### src/design/dds_pkg.sv
// ----------------------------------------------------------------------------
// dds_pkg
// Shared types and constants of the dusk/dawn light sequencer.
// ----------------------------------------------------------------------------
`timescale 1ns / 1ps
`default_nettype none

package dds_pkg;

    localparam int unsigned MODE_W  = 3;
    localparam int unsigned TIMER_W = 16;
    localparam int unsigned DELAY_W = 8;
    localparam int unsigned CIDX_W  = 2;
    localparam int unsigned CDATA_W = 16;

    localparam logic [MODE_W-1:0] MODE_DISABLED  = 3'd0;
    localparam logic [MODE_W-1:0] MODE_WATCHING  = 3'd1;
    localparam logic [MODE_W-1:0] MODE_ON_DELAY  = 3'd2;
    localparam logic [MODE_W-1:0] MODE_OFF_DELAY = 3'd3;
    localparam logic [MODE_W-1:0] MODE_DARK      = 3'd4;

    localparam logic [CIDX_W-1:0] REG_ENABLED      = 2'd0;
    localparam logic [CIDX_W-1:0] REG_ON_DELAY     = 2'd1;
    localparam logic [CIDX_W-1:0] REG_OFF_DELAY    = 2'd2;
    localparam logic [CIDX_W-1:0] REG_ON_DURATION  = 2'd3;

    typedef struct packed {
        logic [DELAY_W-1:0] on_delay;
        logic [DELAY_W-1:0] off_delay;
        logic [TIMER_W-1:0] on_duration;
    } t_cfg;

    typedef struct packed {
        logic force_mode;
        logic enable;
    } t_mode_force;

endpackage

`default_nettype wire

### src/design/dds_if.sv
// ----------------------------------------------------------------------------
// dds_if
// Valid/ready channels of the sequencer: tick input, result, register write.
// ----------------------------------------------------------------------------
`timescale 1ns / 1ps
`default_nettype none

interface dds_item_if;
    logic valid;
    logic ready;
    logic is_dark;
    modport source (output valid, output is_dark, input ready);
    modport sink   (input valid, input is_dark, output ready);
endinterface

interface dds_result_if;
    logic                         valid;
    logic                         ready;
    logic                         lights_on;
    logic [dds_pkg::MODE_W-1:0]   mode_now;
    modport source (output valid, output lights_on, output mode_now, input ready);
    modport sink   (input valid, input lights_on, input mode_now, output ready);
endinterface

interface dds_cfg_if;
    logic                         valid;
    logic                         ready;
    logic [dds_pkg::CIDX_W-1:0]   index;
    logic [dds_pkg::CDATA_W-1:0]  data;
    modport source (output valid, output index, output data, input ready);
    modport sink   (input valid, input index, input data, output ready);
endinterface

`default_nettype wire

### src/design/dusk_dawn_light_sequencer.sv
// ----------------------------------------------------------------------------
// dusk_dawn_light_sequencer
// Night-light sequencer advanced by minute ticks carrying a dark-sensor bit.
// ----------------------------------------------------------------------------
//  channel   | role   | payload
//  s_in      | sink   | is_dark
//  m_out     | source | lights_on, mode_now
//  s_cfg     | sink   | index, data (always ready)
//
//  One tick per cycle while the output is not stalled.
//  The tick register feeds the mode/timer update, whose result is registered.
//  Reset: mode watching, timer zero, all delay registers zero.
//  Output stall holds the result and the tick register; input ready drops
//  only while both are full and the output is not taken.
// ----------------------------------------------------------------------------
`timescale 1ns / 1ps
`default_nettype none

module dusk_dawn_light_sequencer (
    input  wire             i_clk,
    input  wire             i_rst_n,
    dds_item_if.sink        s_in,
    dds_result_if.source    m_out,
    dds_cfg_if.sink         s_cfg
);

    dds_pkg::t_cfg                cfg;
    dds_pkg::t_mode_force         mforce;
    logic                         cfg_wr;

    logic                         r_s1_valid;
    logic                         r_s1_dark;
    logic [dds_pkg::MODE_W-1:0]   r_mode;
    logic [dds_pkg::MODE_W-1:0]   n_mode;
    logic [dds_pkg::TIMER_W-1:0]  r_timer;
    logic [dds_pkg::TIMER_W-1:0]  n_timer;
    logic                         step_lit;
    logic [dds_pkg::MODE_W-1:0]   step_mode;
    logic [dds_pkg::TIMER_W-1:0]  step_timer;
    logic                         r_out_valid;
    logic                         r_out_lit;
    logic [dds_pkg::MODE_W-1:0]   r_out_mode;
    logic                         out_load;
    logic                         advance;

    assign s_cfg.ready = 1'b1;
    assign cfg_wr      = s_cfg.valid;

    dds_cfg u_cfg (
        .i_clk   (i_clk),
        .i_rst_n (i_rst_n),
        .i_wr    (cfg_wr),
        .i_index (s_cfg.index),
        .i_data  (s_cfg.data),
        .o_cfg   (cfg),
        .o_force (mforce)
    );

    dds_step u_step (
        .i_mode    (r_mode),
        .i_timer   (r_timer),
        .i_is_dark (r_s1_dark),
        .i_cfg     (cfg),
        .o_mode    (step_mode),
        .o_timer   (step_timer),
        .o_lit     (step_lit)
    );

    assign out_load    = !r_out_valid || m_out.ready;
    assign advance     = r_s1_valid && out_load;
    assign s_in.ready  = !r_s1_valid || out_load;

    always_comb begin
        n_mode  = r_mode;
        n_timer = r_timer;
        if (mforce.force_mode) begin
            n_mode = mforce.enable ? dds_pkg::MODE_WATCHING : dds_pkg::MODE_DISABLED;
        end else if (advance) begin
            n_mode  = step_mode;
            n_timer = step_timer;
        end
    end

    always_ff @(posedge i_clk) begin
        if (!i_rst_n) begin
            r_s1_valid  <= 1'b0;
            r_out_valid <= 1'b0;
            r_mode      <= dds_pkg::MODE_WATCHING;
            r_timer     <= '0;
        end else begin
            r_mode  <= n_mode;
            r_timer <= n_timer;
            if (s_in.ready) begin
                r_s1_valid <= s_in.valid;
            end
            if (out_load) begin
                r_out_valid <= r_s1_valid;
            end
        end
    end

    always_ff @(posedge i_clk) begin
        if (s_in.valid && s_in.ready) begin
            r_s1_dark <= s_in.is_dark;
        end
        if (advance) begin
            r_out_lit  <= step_lit;
            r_out_mode <= step_mode;
        end
    end

    assign m_out.valid     = r_out_valid;
    assign m_out.lights_on = r_out_lit;
    assign m_out.mode_now  = r_out_mode;

    a_disable_forces: assert property (@(posedge i_clk) disable iff (!i_rst_n)
        (cfg_wr && s_cfg.index == dds_pkg::REG_ENABLED && !s_cfg.data[0])
        |=> (r_mode == dds_pkg::MODE_DISABLED))
        else $error("enable write of zero did not force disabled mode");

    a_disabled_holds: assert property (@(posedge i_clk) disable iff (!i_rst_n)
        (r_mode == dds_pkg::MODE_DISABLED && !cfg_wr)
        |=> (r_mode == dds_pkg::MODE_DISABLED && $stable(r_timer)))
        else $error("disabled mode changed without a register write");

    a_tick_held: assert property (@(posedge i_clk) disable iff (!i_rst_n)
        (r_s1_valid && !advance) |=> (r_s1_valid && $stable(r_s1_dark)))
        else $error("stalled tick lost");

    a_dark_lamps: assert property (@(posedge i_clk) disable iff (!i_rst_n)
        (m_out.valid && (m_out.mode_now == dds_pkg::MODE_WATCHING ||
                         m_out.mode_now == dds_pkg::MODE_ON_DELAY))
        |-> !m_out.lights_on)
        else $error("lamps lit while watching or in on-delay");

endmodule

`default_nettype wire

### src/design/dds_cfg.sv
// ----------------------------------------------------------------------------
// dds_cfg
// Register file of the sequencer; flags an enable write to force the mode.
// ----------------------------------------------------------------------------
`timescale 1ns / 1ps
`default_nettype none

module dds_cfg (
    input  wire                          i_clk,
    input  wire                          i_rst_n,
    input  wire                          i_wr,
    input  wire [dds_pkg::CIDX_W-1:0]    i_index,
    input  wire [dds_pkg::CDATA_W-1:0]   i_data,
    output dds_pkg::t_cfg                o_cfg,
    output dds_pkg::t_mode_force         o_force
);

    dds_pkg::t_cfg r_cfg;
    dds_pkg::t_cfg n_cfg;

    always_comb begin
        n_cfg = r_cfg;
        if (i_wr) begin
            case (i_index)
                dds_pkg::REG_ON_DELAY:    n_cfg.on_delay    = i_data[dds_pkg::DELAY_W-1:0];
                dds_pkg::REG_OFF_DELAY:   n_cfg.off_delay   = i_data[dds_pkg::DELAY_W-1:0];
                dds_pkg::REG_ON_DURATION: n_cfg.on_duration = i_data[dds_pkg::TIMER_W-1:0];
                default:                  n_cfg = r_cfg;
            endcase
        end
    end

    always_ff @(posedge i_clk) begin
        if (!i_rst_n) begin
            r_cfg <= '0;
        end else begin
            r_cfg <= n_cfg;
        end
    end

    assign o_cfg              = r_cfg;
    assign o_force.force_mode = i_wr && (i_index == dds_pkg::REG_ENABLED);
    assign o_force.enable     = i_data[0];

endmodule

`default_nettype wire

### src/design/dds_step.sv
// ----------------------------------------------------------------------------
// dds_step
// Next mode, next minute timer and lamp state for one minute tick.
// ----------------------------------------------------------------------------
`timescale 1ns / 1ps
`default_nettype none

module dds_step (
    input  wire [dds_pkg::MODE_W-1:0]    i_mode,
    input  wire [dds_pkg::TIMER_W-1:0]   i_timer,
    input  wire                          i_is_dark,
    input  dds_pkg::t_cfg                i_cfg,
    output logic [dds_pkg::MODE_W-1:0]   o_mode,
    output logic [dds_pkg::TIMER_W-1:0]  o_timer,
    output logic                         o_lit
);

    logic                         timer_nz;
    logic [dds_pkg::TIMER_W-1:0]  timer_dec;
    logic [dds_pkg::TIMER_W-1:0]  on_delay_ext;

    assign timer_nz     = (i_timer != '0);
    assign timer_dec    = i_timer - dds_pkg::TIMER_W'(1);
    assign on_delay_ext = dds_pkg::TIMER_W'(i_cfg.on_delay);

    always_comb begin
        o_mode  = i_mode;
        o_timer = i_timer;
        case (i_mode)
            dds_pkg::MODE_WATCHING: begin
                if (i_is_dark) begin
                    o_mode  = dds_pkg::MODE_ON_DELAY;
                    o_timer = (on_delay_ext != '0) ? on_delay_ext - dds_pkg::TIMER_W'(1)
                                                   : on_delay_ext;
                end
            end
            dds_pkg::MODE_ON_DELAY: begin
                if (i_timer > dds_pkg::TIMER_W'(1)) begin
                    o_timer = timer_dec;
                end else begin
                    o_timer = i_cfg.on_duration;
                    o_mode  = dds_pkg::MODE_DARK;
                end
            end
            dds_pkg::MODE_DARK: begin
                if (!i_is_dark) begin
                    o_mode  = dds_pkg::MODE_OFF_DELAY;
                    o_timer = dds_pkg::TIMER_W'(i_cfg.off_delay);
                end else if (timer_nz) begin
                    o_timer = timer_dec;
                end
            end
            dds_pkg::MODE_OFF_DELAY: begin
                if (timer_nz) begin
                    o_timer = timer_dec;
                end else begin
                    o_mode = dds_pkg::MODE_WATCHING;
                end
            end
            default: begin
                o_mode  = i_mode;
                o_timer = i_timer;
            end
        endcase
    end

    assign o_lit = (o_mode == dds_pkg::MODE_DISABLED) ||
                   (((o_mode == dds_pkg::MODE_DARK) || (o_mode == dds_pkg::MODE_OFF_DELAY)) &&
                    (o_timer != '0));

endmodule

`default_nettype wire

### src/flat_wrapper.sv
// flat-port wrapper written by rule: the top's interface ports become plain ports
module dusk_dawn_light_sequencer_flat 
  (i_clk, i_rst_n, s_in_valid, s_in_is_dark, s_in_ready, m_out_valid, m_out_lights_on, m_out_mode_now, m_out_ready, s_cfg_valid, s_cfg_index, s_cfg_data, s_cfg_ready);
  dds_item_if s_in_i ();
  dds_result_if m_out_i ();
  dds_cfg_if s_cfg_i ();
  input  wire i_clk;
  input  wire i_rst_n;
  input wire logic [$bits(s_in_i.valid)-1:0] s_in_valid;
  input wire logic [$bits(s_in_i.is_dark)-1:0] s_in_is_dark;
  output wire logic [$bits(s_in_i.ready)-1:0] s_in_ready;
  output wire logic [$bits(m_out_i.valid)-1:0] m_out_valid;
  output wire logic [$bits(m_out_i.lights_on)-1:0] m_out_lights_on;
  output wire logic [$bits(m_out_i.mode_now)-1:0] m_out_mode_now;
  input wire logic [$bits(m_out_i.ready)-1:0] m_out_ready;
  input wire logic [$bits(s_cfg_i.valid)-1:0] s_cfg_valid;
  input wire logic [$bits(s_cfg_i.index)-1:0] s_cfg_index;
  input wire logic [$bits(s_cfg_i.data)-1:0] s_cfg_data;
  output wire logic [$bits(s_cfg_i.ready)-1:0] s_cfg_ready;
  assign s_in_i.valid = s_in_valid;
  assign s_in_i.is_dark = s_in_is_dark;
  assign s_in_ready = s_in_i.ready;
  assign m_out_valid = m_out_i.valid;
  assign m_out_lights_on = m_out_i.lights_on;
  assign m_out_mode_now = m_out_i.mode_now;
  assign m_out_i.ready = m_out_ready;
  assign s_cfg_i.valid = s_cfg_valid;
  assign s_cfg_i.index = s_cfg_index;
  assign s_cfg_i.data = s_cfg_data;
  assign s_cfg_ready = s_cfg_i.ready;
  dusk_dawn_light_sequencer u_core (.i_clk(i_clk), .i_rst_n(i_rst_n), .s_in(s_in_i), .m_out(m_out_i), .s_cfg(s_cfg_i));
endmodule
### config.mk
export PLATFORM = sky130hd
export DESIGN_NAME = dusk_dawn_light_sequencer_flat
export DESIGN_NICKNAME = d
export VERILOG_FILES = /design/src/design/dds_pkg.sv /design/src/design/dds_if.sv /design/src/design/dusk_dawn_light_sequencer.sv /design/src/design/dds_cfg.sv /design/src/design/dds_step.sv /design/src/flat_wrapper.sv
export SDC_FILE = /design/constraint.sdc
export NUM_CORES = 1
export LEC_CHECK = 0
export ABC_AREA = 1
export BUFFER_PORTS_ARGS = -buffer_cell sky130_fd_sc_hd__buf_4
export CORE_UTILIZATION = 40
export DETAILED_ROUTE_END_ITERATION = 6
export GPL_TIMING_DRIVEN = 1
export PLACE_DENSITY = 0.59
export SETUP_SLACK_MARGIN = 0.15
export SLEW_MARGIN = 25
export SYNTH_ARGS = -nofsm -noshare
export SYNTH_HDL_FRONTEND = slang
export SYNTH_HIERARCHICAL = 1
export SYNTH_SLANG_ARGS = --single-unit
export TNS_END_PERCENT = 100
### constraint.sdc
create_clock -name i_clk -period 2.1 [get_ports i_clk]
set_input_delay 0 -clock i_clk [delete_from_list [all_inputs] [get_ports i_clk]]
set_output_delay 0 -clock i_clk [all_outputs]
set_load 0.1 [all_outputs]
* Yosys cells after proc, flatten, opt, wreduce, memory -nomap -nowiden
Cells that the tools add are included.
** Storage, ports and cells
- Register bits :: 58
- Bits of input ports :: 24
- Output and inout bits :: 7
- Logic and storage cells :: 57
** Cells by class
- $add $sub $neg :: 2
- $lt $le $gt $ge :: 1
- Equal/unequal tests :: 9
- Muxes and demuxes :: 14
- Bitwise logic cells :: 1
- Reductions and logical operators :: 20
** Operators by type and width (count)
- $mux 16 :: 5
- $pmux 16 s4 :: 1
- $reduce_bool 16->1 :: 3
- $mux 3 :: 6
- $gt 16x1->1 const B :: 1
- $sub 16x1->16 const B :: 1
- $pmux 3 s4 :: 1
- $eq 3x2->1 const B :: 3
- $sub 8x1->9 const B :: 1
- $reduce_and 2->1 :: 4
- $eq 3x3->1 const B :: 2
- $eq 2x2->1 const B :: 2
- $logic_and 1x1->1 :: 4
- $logic_or 1x1->1 :: 4
- $eq 3x1->1 const B :: 1
- $logic_not 3->1 :: 1
- $eq 2x1->1 const B :: 1
- $logic_not 1->1 :: 2
- $logic_not 2->1 :: 1
- $reduce_bool 2->1 :: 1
- $mux 1 :: 1
- $not 1->1 :: 1

* Depth between registers and ports, before layout
Gate-level depths: netlist of the first run.
- Depth after elaboration :: 7
- Depth in mapped cells :: 19
- Gate-level depth less buffers :: 19

* Cells and area by module
Netlist of the first run, hierarchy kept.
** By module, submodules not included
- dds_step :: times used 1, cells an instance 316, area each 1453.9 um2, seq. area each 0.0 um2
- dds_cfg :: times used 1, cells an instance 208, area each 1357.6 um2, seq. area each 640.6 um2
- dusk_dawn_light_sequencer :: times used 1, cells an instance 138, area each 1046.0 um2, seq. area each 570.5 um2

* Worst setup path before layout of the first run
No wires, ideal clock.
- Path type :: flip-flop to flip-flop
- Start :: reg u_core.r_out_valid, in the netlist u_core/m_out.valid
- End :: reg u_core.r_s1_dark, enable pin
- Library setup time :: 0.248 ns
- Arrival :: 2.374 ns
- Required time :: 1.852 ns
- Path slack :: -0.522 ns
- Stages on the path, launching flop included :: 4
- Path buffers :: 0
- Period minus slack after synthesis :: 2.622 ns
- Cells stage by stage :: dfxtp_1 -> nand3_1 -> nand2_1 -> inv_1
** On the way
- Longest elaborated chain between the ends :: 4
** RTL lines
- from (decl) :: line dusk_dawn_light_sequencer.sv:40 : logic r_out_valid;
- from (signal assigned) :: line dusk_dawn_light_sequencer.sv:97 : r_out_valid <= r_s1_valid;
- $logic_not 1->1 :: line dusk_dawn_light_sequencer.sv:69 : assign out_load = !r_out_valid || m_out.ready;
- $logic_or 1x1->1 :: line dusk_dawn_light_sequencer.sv:69
- $logic_or 1x1->1 :: line dusk_dawn_light_sequencer.sv:71 : assign s_in.ready = !r_s1_valid || out_load;
- named net s_in_ready :: line flat_wrapper.sv:11 : output wire logic [$bits(s_in_i.ready)-1:0] s_in_ready;
- $logic_and 1x1->1 :: line dusk_dawn_light_sequencer.sv:103 : if (s_in.valid && s_in.ready) begin
- to (signal assigned) :: line dusk_dawn_light_sequencer.sv:104 : r_s1_dark <= s_in.is_dark;
- to (decl) :: line dusk_dawn_light_sequencer.sv:32 : logic r_s1_dark;
The timed path passes the listed nets, and every way through them passes these cells.
A chain may end at the register's enable or synchronous reset.

* Worst setup path in the final report of the first run
- Start :: reg u_core/r_timer[15] (netlist bit)
- End :: reg u_core.r_out_lit, in the netlist u_core/m_out.lights_on, data pin
** On the way
- Longest elaborated chain between the ends :: 7
- Elaborated cells between the ends (all ways) :: 18
- Classes of those cells :: 1 x add/sub; 1 x order compare; 2 x eq/ne; 8 x mux; 6 x reduce/logical
** RTL lines
- from (decl) :: line dusk_dawn_light_sequencer.sv:35 : logic [dds_pkg::TIMER_W-1:0] r_timer;
- from (signal assigned) :: line dusk_dawn_light_sequencer.sv:92 : r_timer <= n_timer;
- branches (longest 3 deep; another with $gt 16x1->1)
- $pmux 16 s4 (*) :: line dds_step.sv:29 : case (i_mode)
- named net u_core.step_timer (one bit) :: line dusk_dawn_light_sequencer.sv:39 : logic [dds_pkg::TIMER_W-1:0] step_timer;
- $reduce_bool 16->1 (*) :: line dds_step.sv:69 : (o_timer != '0));
- $logic_and 1x1->1 (*) :: line dds_step.sv:68 : (((o_mode == dds_pkg::MODE_DARK) || (o_mode == dds_pkg::MODE_OFF_DELAY)) &&
- $logic_or 1x1->1 (*) :: line dds_step.sv:67 : assign o_lit = (o_mode == dds_pkg::MODE_DISABLED) ||
- named net u_core.step_lit :: line dusk_dawn_light_sequencer.sv:37 : logic step_lit;
- to (signal assigned) :: line dusk_dawn_light_sequencer.sv:107 : r_out_lit <= step_lit;
- to (decl) :: line dusk_dawn_light_sequencer.sv:41 : logic r_out_lit;
Mark *: on every way through the listed nets, which the timed path passes.

==> results.json, run 1 <==
{
  "outcome": "finished, violations left",
  "failed_checks": "negative setup slack",
  "vias_per_cell": 4.58,
  "synth_fp_nets": 690,
  "crit_path_start": "u_core/r_timer[15]",
  "period_minus_slack_ns": 2.11,
  "max_stage_delay_ns": 0.34,
  "crit_family": "simple AND/OR/NAND/NOR gates",
  "rr_worst_depth": 16,
  "layout_setup_ws_ns": -0.0129,
  "whs_path_depth": 4,
  "globalplace.congestion": 0.865,
  "layout.nets": 772,
  "synth-edff-count": 5,
  "clk_path_buf_depth": 2,
  "design.portCount": 31,
  "ir_drop_uv": 345,
  "die_x_um": 100,
  "ys.flop_type": "dfxtp_1",
  "setup_viol": 1,
  "multi_input_area_um2": 2240,
  "cts_sinks": 58,
  "worstHoldStart": "m_out_ready",
  "worst_slew_pin_slew_ns": 0.635,
  "timing.rr.end": "u_core/m_out.lights_on",
  "critPathCaptureType": "flip-flop",
  "cp_num_buf_inv": 1,
  "setup-tns-final_ns": -0.0129,
  "std_cell_rows": 35,
  "area_growth_pct": 29.4,
  "fin_worst_skew_ns": 0.00876,
  "hold_ws_ns": 0.0346,
  "ys_async_sr_fraction": 0,
  "crit_slowest_cell": "dfxtp_1",
  "cts_max_level": 3,
  "fp.dieH_um": 100,
  "crit_path_max_fanout": 8,
  "antenna_found_initial": 0,
  "grt_max_degree": 51,
  "powerDensity_nw_per_um2": 697,
  "arrival_ns": 2.21,
  "syn_inst": 662,
  "via_count": 4023,
  "power_w": 0.00348,
  "hold_viol": 0,
  "clk_latency_ns": 0.34,
  "final_common_cell": "nand2_1",
  "antenna_left": 0,
  "cts_tree": "done",
  "final.period_utilization": 1.01,
  "first_pass_iters": 5,
  "required_ns": 2.20,
  "grt_pass1_wl_um": 16900,
  "core_area_um2": 9280,
  "final_util": 0.537,
  "root_buffer": "clkbuf_8",
  "worstSetupPathType": "flip-flop to flip-flop",
  "finalWirelength_um": 10200,
  "grtUsageTotal": 0.215,
  "min_to": "u_core/m_out.valid",
  "ys_seq_elements": 58,
  "cts.clk_slew.worst_paths_ns": 0.07,
  "cts_buffers": 9,
  "antennaDiodeCount": 0,
  "swShare": 0.323,
  "port-buffer-count": 29,
  "power.clock.fraction": 0.362,
  "rsz0062_at_grt": "true",
  "crit_path_cell_trace": "nor2_2, nand2_1, nor2_4, nand2_1, nand2_4, nand2_8, nand2_2, nand2_1, inv_1, nand2_2, nor2_2, nand3_2, nor2_2, nand2_1, nand2_1, nand2_1",
  "overflow": 0,
  "fmax_mhz": 473,
  "drive_above_1_share": 0.202,
  "cp_common_cell": "nand2_1",
  "timing.rr.start": "u_core/r_timer[15]",
  "yosysSeqAreaShare": 0.314,
  "p_leak_nw": 2.68,
  "p_int_w": 0.00235,
  "grt_pass1_vias": 3693,
  "drc_errors": 0,
  "p_switching_w": 0.00112,
  "layout_common_cells": "nand2_1 (205), nor2_1 (142), inv_1 (104)",
  "hold_path_class": "primary input to flip-flop",
  "seqCellArea_um2": 1220,
  "rrSetupSlack_ns": -0.01,
  "drt_iter0_drc": 235,
  "power_frac_seq": 0.358,
  "routedWlPerCell_um": 11.6,
  "yosys_warnings": 6,
  "synth_area_um2": 3860,
  "combPwrFrac": 0.280,
  "dp_hpwl_um": 7050,
  "die-area_um2": 10000,
  "fillerInstances": 965,
  "crit_path_start_kind": "flip-flop",
  "slew_headroom": 0.576,
  "syn_area_per_cell_um2": 5.83,
  "ys_types": 36,
  "max_cap_violations": 0,
  "start_util": 0.415,
  "slew_viol_final": 0
}
## cell usage after synthesis, types with 2 or more instances
| master | instances | area share |
|---|---|---|
| nand3_1 | 38 | 0.049 |
| a21oi_1 | 10 | 0.013 |
| xor2_1 | 3 | 0.0068 |
| nand2_1 | 216 | 0.21 |
| xnor2_1 | 2 | 0.0045 |
| nor2_2 | 5 | 0.0081 |
| buf_2 | 8 | 0.010 |
| edfxtp_1 | 5 | 0.039 |
| inv_1 | 108 | 0.11 |
| buf_6 | 7 | 0.020 |
| nand4_1 | 7 | 0.011 |
| nand2_4 | 2 | 0.0058 |
| o2111ai_1 | 2 | 0.0045 |
| nand2_2 | 9 | 0.015 |
| ha_1 | 4 | 0.013 |
| dfxtp_1 | 53 | 0.28 |
| buf_4 | 2 | 0.0039 |
| nand3_2 | 5 | 0.013 |
| o21ai_0 | 4 | 0.0052 |
| nor2_4 | 3 | 0.0088 |
| nor2_1 | 154 | 0.15 |
## power groups by stage
stage / sequential [W] / clock [W] / combinational (W)
6_report: 0.00124 / 0.00126 / 0.000973
5_1_grt: 0.00125 / 0.00134 / 0.00109
3_5_place_dp: 0.00126 / 0 / 0.000863
3_3_place_gp: 0.00126 / 0 / 0.000857
4_1_cts: 0.00124 / 0.00129 / 0.000928
2_1_floorplan: 0.00131 / 0 / 0.000577
## flip-flops by register name (all words and copies together) (netlist names)
| register | count |
|---|---|
| u_core/u_cfg/o_cfg | 32 |
| u_core/r_timer | 16 |
| u_core/m_out.mode_now | 3 |
| u_core/r_mode | 3 |
| u_core/m_out.lights_on | 1 |
| u_core/m_out.valid | 1 |
| u_core/r_s1_dark | 1 |
| u_core/r_s1_valid | 1 |
## worst max-delay path by stage
stage                             endpoint  slack, ns  cells past startpoint
finish              u_core/m_out.lights_on      -0.01                     16
global route        u_core/m_out.lights_on      -0.16                     19
CTS                 u_core/m_out.lights_on      -0.04                     17
detailed placement  u_core/m_out.lights_on      -0.10                     17
global placement    u_core/m_out.lights_on      -0.08                     17
floorplan           u_core/m_out.lights_on       0.16                     18
## worst reg2reg max path: stages, from the launching register on
cell,delay (ns)
dfxtp_1,0.34
nor2_2,0.15
nand2_1,0.11
nor2_4,0.19
nand2_1,0.13
nand2_4,0.13
nand2_8,0.10
nand2_2,0.07
nand2_1,0.05
inv_1,0.06
nand2_2,0.05
nor2_2,0.11
nand3_2,0.07
nor2_2,0.14
nand2_1,0.08
nand2_1,0.06
nand2_1,0.05
## what timing repair did
action                                  in CTS  in global routing
endpoints found under the setup margin       1                  7
setup buffers                                5                  2
hold buffers                                19                  0
cloned                                       2                  0
pin swaps                                   15                 18
endpoints found under the hold margin       36                  0
resized for setup                           20                 26
## area by class of cell
class / instances / share of cell area
Clock buffer: 11 / 0.0263
Clock inverter: 5 / 0.0206
Inverter: 110 / 0.0838
Multi-Input combinational cell: 477 / 0.449
Sequential cell: 58 / 0.244
Tap cell: 129 / 0.0323
Timing Repair Buffer: 88 / 0.144
## metrics by stage
step	cell area (um^2)	std cells	setup slack, ns
finish	4990	878	-0.0129
global route	4990	878	-0.160
CTS	4910	876	-0.0391
detailed placement	4360	834	-0.104
global placement	4360	834	-0.0764
floorplan	3870	662	0.164
## cell families after synthesis
family / count (synthesis) / synth area share
and+or+nand+nor: 446 / 0.487
buffers and inverters: 128 / 0.143
DFF: 58 / 0.314
AOI/OAI and AO/OA: 20 / 0.0311
xor gates and xnor gates: 5 / 0.0114
adders and majority gates: 4 / 0.0130
other: 1 / 0.000972
## per-layer routing
layer,GRT usage,vias up,wire length (um),part of all wire
met5,0,-,0,0
met4,0.0792,0,97,0.0095
met3,0.0299,8,378,0.037
met2,0.371,89,4820,0.47
met1,0.271,1777,4870,0.48
li1,-,2149,-,-
No activity file was read; power rests on OpenSTA's default activity.
==> run 2, diff against run 1 <==
Settings changed: ABC_AREA 1 to unset, PLACE_DENSITY 0.59 to unset.
==> run 2 against run 1 <==
  * The run still ends with negative setup slack left
  * Synthesized cell count down 35%
  * Wire length increased by 27%
  * Cell area up 20%
  * Non-clock buffer count up 106
  * Combinational power increased by 15%
  * Sequential share of layout area is 3.7 points lower
  * Via count grew 0.25%
  * Register-to-register slack got worse by 0.67 ns
  * Critical endpoint unchanged
  * Largest power group unchanged
==> results.json, run 2 <==
{
  "outcome": "finished, violations left",
  "failed_checks": "negative setup slack",
  "syn_area_per_cell_um2": 8.35,
  "die-area_um2": 9350,
  "yosysTopAreaCellShare": 0.296,
  "area_growth_pct": 66.2,
  "p_int_w": 0.00239,
  "layout_common_cells": "buf_4 (130), nand2_1 (89), mux2i_1 (49)",
  "placed_cell_area_um2": 4650,
  "power_frac_seq": 0.338,
  "clk_latency_ns": 0.36,
  "stdcell_count": 721,
  "design.portCount": 31,
  "via_count": 4033,
  "clk_path_buf_depth": 2,
  "root_buffer": "clkbuf_8",
  "layout.nets": 636,
  "rrSetupSlack_ns": -0.68,
  "fmax_mhz": 359,
  "post-synth-top-count-cell": "nand2_1",
  "start_util": 0.411,
  "cts_max_level": 3,
  "crit_path_start": "u_core/u_cfg/o_cfg[25]",
  "powerDensity_nw_per_um2": 590,
  "rr_worst_depth": 9,
  "whs_path_depth": 3,
  "cts_sinks": 58,
  "cp_num_buf_inv": 1,
  "grt_pass1_wl_um": 19200,
  "yosys_warnings": 6,
  "grt_max_degree": 49,
  "ir_drop_uv": 459,
  "p_leak_nw": 2.62,
  "antenna_left": 0,
  "slew_viol_final": 0,
  "crit_path_cell_trace": "buf_4, or4_1, o41ai_2, o31ai_1, a221o_1, nor3_2, a211oi_2, nor4b_2, a41oi_1",
  "globalplace.congestion": 0.895,
  "ys_seq_elements": 58,
  "overflow": 0,
  "power.clock.fraction": 0.344,
  "yosysSeqAreaShare": 0.338,
  "synth_area_um2": 3590,
  "worstHoldStart": "m_out_ready",
  "setup_viol": 20,
  "final_common_cell": "buf_4",
  "rsz0062_at_grt": "true",
  "slew_headroom": 0.488,
  "die_x_um": 96.7,
  "max_cap_violations": 0,
  "worstSetupPathType": "flip-flop to flip-flop",
  "first_pass_iters": 6,
  "ys_types": 66,
  "largest_reg_flops": 32,
  "timing.rr.end": "u_core/m_out.lights_on",
  "grt_pass1_vias": 3936,
  "crit_path_start_kind": "flip-flop",
  "min_to": "u_core/m_out.valid",
  "final.period_utilization": 1.33,
  "critPathCaptureType": "flip-flop",
  "core_area_um2": 8720,
  "synth-edff-count": 5,
  "hold_path_class": "primary input to flip-flop",
  "drc_errors": 0,
  "fin_worst_skew_ns": 0.0158,
  "required_ns": 2.18,
  "antenna_found_initial": 0,
  "layout_setup_ws_ns": -0.683,
  "period_minus_slack_ns": 2.78,
  "crit_path_max_fanout": 4,
  "ys.flop_type": "dfxtp_1",
  "dp_hpwl_um": 7750,
  "arrival_ns": 2.87,
  "worst_slew_pin_slew_ns": 0.765,
  "crit_family": "compound AO/OA/AOI/OAI gates",
  "crit_slowest_cell": "or4_1",
  "port-buffer-count": 29,
  "hold_viol": 0,
  "fp.dieH_um": 96.7,
  "cts_tree": "done",
  "yosys.area.top_type": "dfxtp_1",
  "routedWlPerCell_um": 18.0,
  "placedCellCount": 639,
  "std_cell_rows": 34,
  "stdcell_area_um2": 5960,
  "combPwrFrac": 0.319,
  "max_stage_delay_ns": 0.48,
  "synth_fp_nets": 458,
  "synthTopCellsByArea": "dfxtp_1 (30%), mux2i_1 (14%), nand2_1 (10%)",
  "timing.rr.start": "u_core/u_cfg/o_cfg[25]",
  "grtUsageTotal": 0.257,
  "drive_above_1_share": 0.486,
  "syn_inst": 430,
  "vias_per_cell": 5.59,
  "antennaDiodeCount": 0,
  "synth_common_cells": "nand2_1 (98), dfxtp_1 (53), mux2i_1 (49)",
  "ys_async_sr_fraction": 0,
  "finalWirelength_um": 13000,
  "p_switching_w": 0.00113,
  "swShare": 0.321,
  "cts_buffers": 9,
  "cts.clk_slew.worst_paths_ns": 0.08,
  "drt_iter0_drc": 208
}
[run 2: cell types whose count changed after synthesis, moves of 9 or more]
cell / delta
nor2_1: -133
nand2_1: -118
inv_1: -98
mux2i_1: +49
nand3_1: -33
o21ai_0: +16
clkbuf_1: +13
nor3_1: +11
a21oi_1: +9
nand2_2: -9
[run 2: through the flow]
stage / power [W] / setup WS [ns] / utilization / setup TNS [ns] / hold WS (ns)
2_1_floorplan: 0.00170 / -0.304 / - / -0.304 / 0.0989
3_3_place_gp: 0.00200 / -0.557 / 0.532 / -3.56 / 0.181
3_5_place_dp: 0.00201 / -0.536 / 0.534 / -3.61 / 0.182
4_1_cts: 0.00337 / -0.470 / 0.642 / -2.57 / 0.0441
5_1_grt: 0.00365 / -0.778 / 0.684 / -6.85 / 0.0838
6_report: 0.00352 / -0.683 / 0.684 / -4.96 / 0.0803
[run 2: worst max path at each step]
stage                             endpoint  slack [ns]  depth (start not counted)
CTS                 u_core/m_out.lights_on       -0.47                         11
global placement    u_core/m_out.lights_on       -0.56                          8
floorplan           u_core/m_out.lights_on       -0.30                         11
global route        u_core/m_out.lights_on       -0.78                          9
detailed placement  u_core/m_out.lights_on       -0.54                         10
finish              u_core/m_out.lights_on       -0.68                          9
[run 2: final cells by class]
| class | instances | area [um^2] |
|---|---|---|
| Clock inverter | 7 | 101 |
| Inverter | 11 | 46.3 |
| Multi-Input combinational cell | 334 | 2620 |
| Sequential cell | 58 | 1240 |
| Clock buffer | 9 | 124 |
| Fill cell | 622 | 2760 |
| Timing Repair Buffer | 194 | 1700 |
| Tap cell | 108 | 135 |
[run 2: metal layers]
| metal | up-vias | share of wire | global-route usage |
|---|---|---|---|
| met2 | 153 | 0.50 | 0.439 |
| met3 | 36 | 0.049 | 0.0513 |
| met1 | 1939 | 0.42 | 0.315 |
| met5 | - | 0 | 0 |
| li1 | 1905 | - | - |
| met4 | 0 | 0.029 | 0.107 |
[run 2: tightest hold or removal path, stage by stage]
cell and delay [ns]:
buf_4 0.08, nand2b_1 0.19, a21boi_0 0.11
[run 2: logic make-up after synthesis]
logic type	after synthesis	share of synthesized area
AND/OR/NAND/NOR	185	0.270
adder cells (fa/ha/maj)	4	0.0139
buffers and inverters	38	0.0554
multiplexers	50	0.140
AO/OA/AOI/OAI	88	0.167
flip-flops	58	0.338
XOR/XNOR	6	0.0146
other	1	0.00105
[run 2: timing repair]
action | CTS | global route
buffers inserted | 29 | 19
endpoints found under the setup margin | 19 | 21
hold buffers | 18 | 0
endpoints found under the hold margin | 35 | 0
pin swaps | 31 | 25
resized for setup | 88 | 53
[run 2: power groups by stage]
stage / Sequential, W / Combinational, W / Clock (W)
after floorplan: 0.00125 / 0.000446 / 0
after global placement: 0.00121 / 0.000789 / 0
after detailed placement: 0.00121 / 0.000798 / 0
after CTS: 0.00119 / 0.000962 / 0.00122
after global routing: 0.00119 / 0.00118 / 0.00129
final: 0.00119 / 0.00112 / 0.00121
==> run 3, diff against run 2 <==
Settings changed: TNS_END_PERCENT 100 to 1.
==> run 3 against run 2 <==
  * The flow still finishes with violations (negative setup slack)
  * Non-clock buffer count down 41
  * Combinational power down 19%
  * Clock power down 16%
  * Utilization down 8.3 points
  * Via count down 7.8%
  * Fmax up 6.9%
  * Sequential power about the same
  * Final cell count down 5.7%
  * Wire length down 17%
==> results.json, run 3 (same netlist as run 2, synthesis figures left out) <==
{
  "outcome": "finished, violations left",
  "failed_checks": "negative setup slack",
  "worst_slew_pin_slew_ns": 0.616,
  "layout_setup_ws_ns": -0.504,
  "setup_viol": 13,
  "p_switching_w": 0.00104,
  "drt_iter0_drc": 248,
  "antennaDiodeCount": 0,
  "p_int_w": 0.00207,
  "layout.nets": 595,
  "stdcell_area_um2": 5240,
  "root_buffer": "clkbuf_8",
  "grtUsageTotal": 0.233,
  "hold_ws_ns": 0.0487,
  "cts_buffers": 9,
  "crit_slowest_cell": "or4_1",
  "slew_viol_final": 0,
  "start_util": 0.411,
  "vias_per_cell": 5.47,
  "drive_above_1_share": 0.392,
  "clk_path_buf_depth": 2,
  "finalWirelength_um": 10800,
  "power.clock.fraction": 0.328,
  "final_util": 0.601,
  "port-buffer-count": 29,
  "globalplace.congestion": 0.884,
  "cts_max_level": 3,
  "final.period_utilization": 1.24,
  "die-area_um2": 9350,
  "cts_tree": "done",
  "antenna_left": 0,
  "arrival_ns": 2.79,
  "antenna_found_initial": 0,
  "critPathCaptureType": "flip-flop",
  "largest_reg_flops": 32,
  "final_common_cell": "buf_4",
  "overflow": 0,
  "std_cell_rows": 34,
  "power_frac_seq": 0.382,
  "fmax_mhz": 384,
  "crit_path_max_fanout": 4,
  "slew_headroom": 0.588,
  "p_leak_nw": 2.31,
  "crit_path_start_kind": "flip-flop",
  "drc_errors": 0,
  "area_growth_pct": 46.0,
  "powerDensity_nw_per_um2": 594,
  "swShare": 0.335,
  "placed_cell_area_um2": 4650,
  "design.portCount": 31,
  "max_stage_delay_ns": 0.51,
  "max_cap_violations": 0,
  "first_pass_iters": 5,
  "routedWlPerCell_um": 15.9,
  "cts_sinks": 58,
  "required_ns": 2.29,
  "die_x_um": 96.7,
  "combPwrFrac": 0.291,
  "crit_path_cell_trace": "inv_2, ha_4, buf_4, or4_1, o31ai_2, a221o_1, nor2_2, a211oi_2, nor4b_2, a41oi_1",
  "grt_pass1_wl_um": 17300,
  "core_area_um2": 8720,
  "hold_path_class": "primary input to flip-flop",
  "fp.dieH_um": 96.7,
  "period_minus_slack_ns": 2.60,
  "dp_hpwl_um": 7920,
  "fin_worst_skew_ns": 0.0115,
  "ir_drop_uv": 332,
  "via_count": 3719,
  "power_w": 0.00311,
  "rsz0062_at_grt": "true",
  "hold_viol": 0,
  "cts.clk_slew.worst_paths_ns": 0.08,
  "worstSetupPathType": "flip-flop to flip-flop",
  "layout_common_cells": "buf_4 (129), nand2_1 (96), mux2i_1 (49)",
  "grt_pass1_vias": 3551,
  "grt_max_degree": 53,
  "clk_latency_ns": 0.36,
  "dp_slack_ns": -0.541
}
-- run 3: cell count changes in the layout (fill, tap and decap cells not counted), sizes merged --
cell      previous run  this run
bufinv               2         0
clkbuf               9        10
buf                176       135
clkinvlp             0         2
clkinv               3         2
-- run 3: power by group through the flow --
stage,registers [W],logic (W),clock network [W]
detailed placement,0.00121,0.000798,0
global route,0.00119,0.000968,0.00108
floorplan,0.00125,0.000441,0
finish,0.00119,0.000904,0.00102
global placement,0.00121,0.000786,0
CTS,0.00119,0.000868,0.00103
-- run 3: area by class of cell --
cell class	count	area, um^2
repair buffers	153	1230
clock buffers	10	138
clock inverters	6	50.0
inverters	11	41.3
well taps	108	135
fillers	764	3480
flip-flops and latches	58	1230
multi-input cells	334	2420
-- run 3: worst max-delay path: cells and delay by family (launching register included) --
family / cells / cell delay [ns]
AOI/OAI and AO/OA: 4 / 1.07
and+or+nand+nor: 3 / 0.67
DFF: 1 / 0.37
buffers and inverters: 2 / 0.18
adders and majority gates: 1 / 0.15
-- run 3: per-stage QoR --
step | cells | TNS [ns]
2_1_floorplan | 430 | -0.468
3_3_place_gp | 641 | -3.69
3_5_place_dp | 642 | -4.10
4_1_cts | 678 | -2.23
5_1_grt | 680 | -3.95
6_report | 680 | -2.30
-- run 3: repair_timing --
action / CTS / global route
setup buffers: 2 / 2
setup endpoints to repair: 20 / 21
hold endpoints to repair: 34 / 0
gates resized for setup: 33 / 20
hold buffers: 18 / 0
pin swaps: 9 / 13
-- run 3: worst paths after layout --
kind,cells past startpoint,start,slack (ns),end
worst max-delay path,10,u_core/u_cfg/o_cfg[24],-0.50,u_core/m_out.lights_on
worst min-delay path,3,m_out_ready,0.05,u_core/m_out.valid
worst min register to register,2,u_core/u_cfg/o_cfg[16],0.46,u_core/u_cfg/o_cfg[16]
worst max register to register,10,u_core/u_cfg/o_cfg[24],-0.50,u_core/m_out.lights_on
-- run 3: per-layer routing --
metal / vias to the layer above / wire, um / track usage
li1: 1818 / - / -
met1: 1748 / 4930 / 0.297
met2: 128 / 5130 / 0.382
met3: 25 / 488 / 0.0542
met4: 0 / 259 / 0.0873
met5: - / 0 / 0
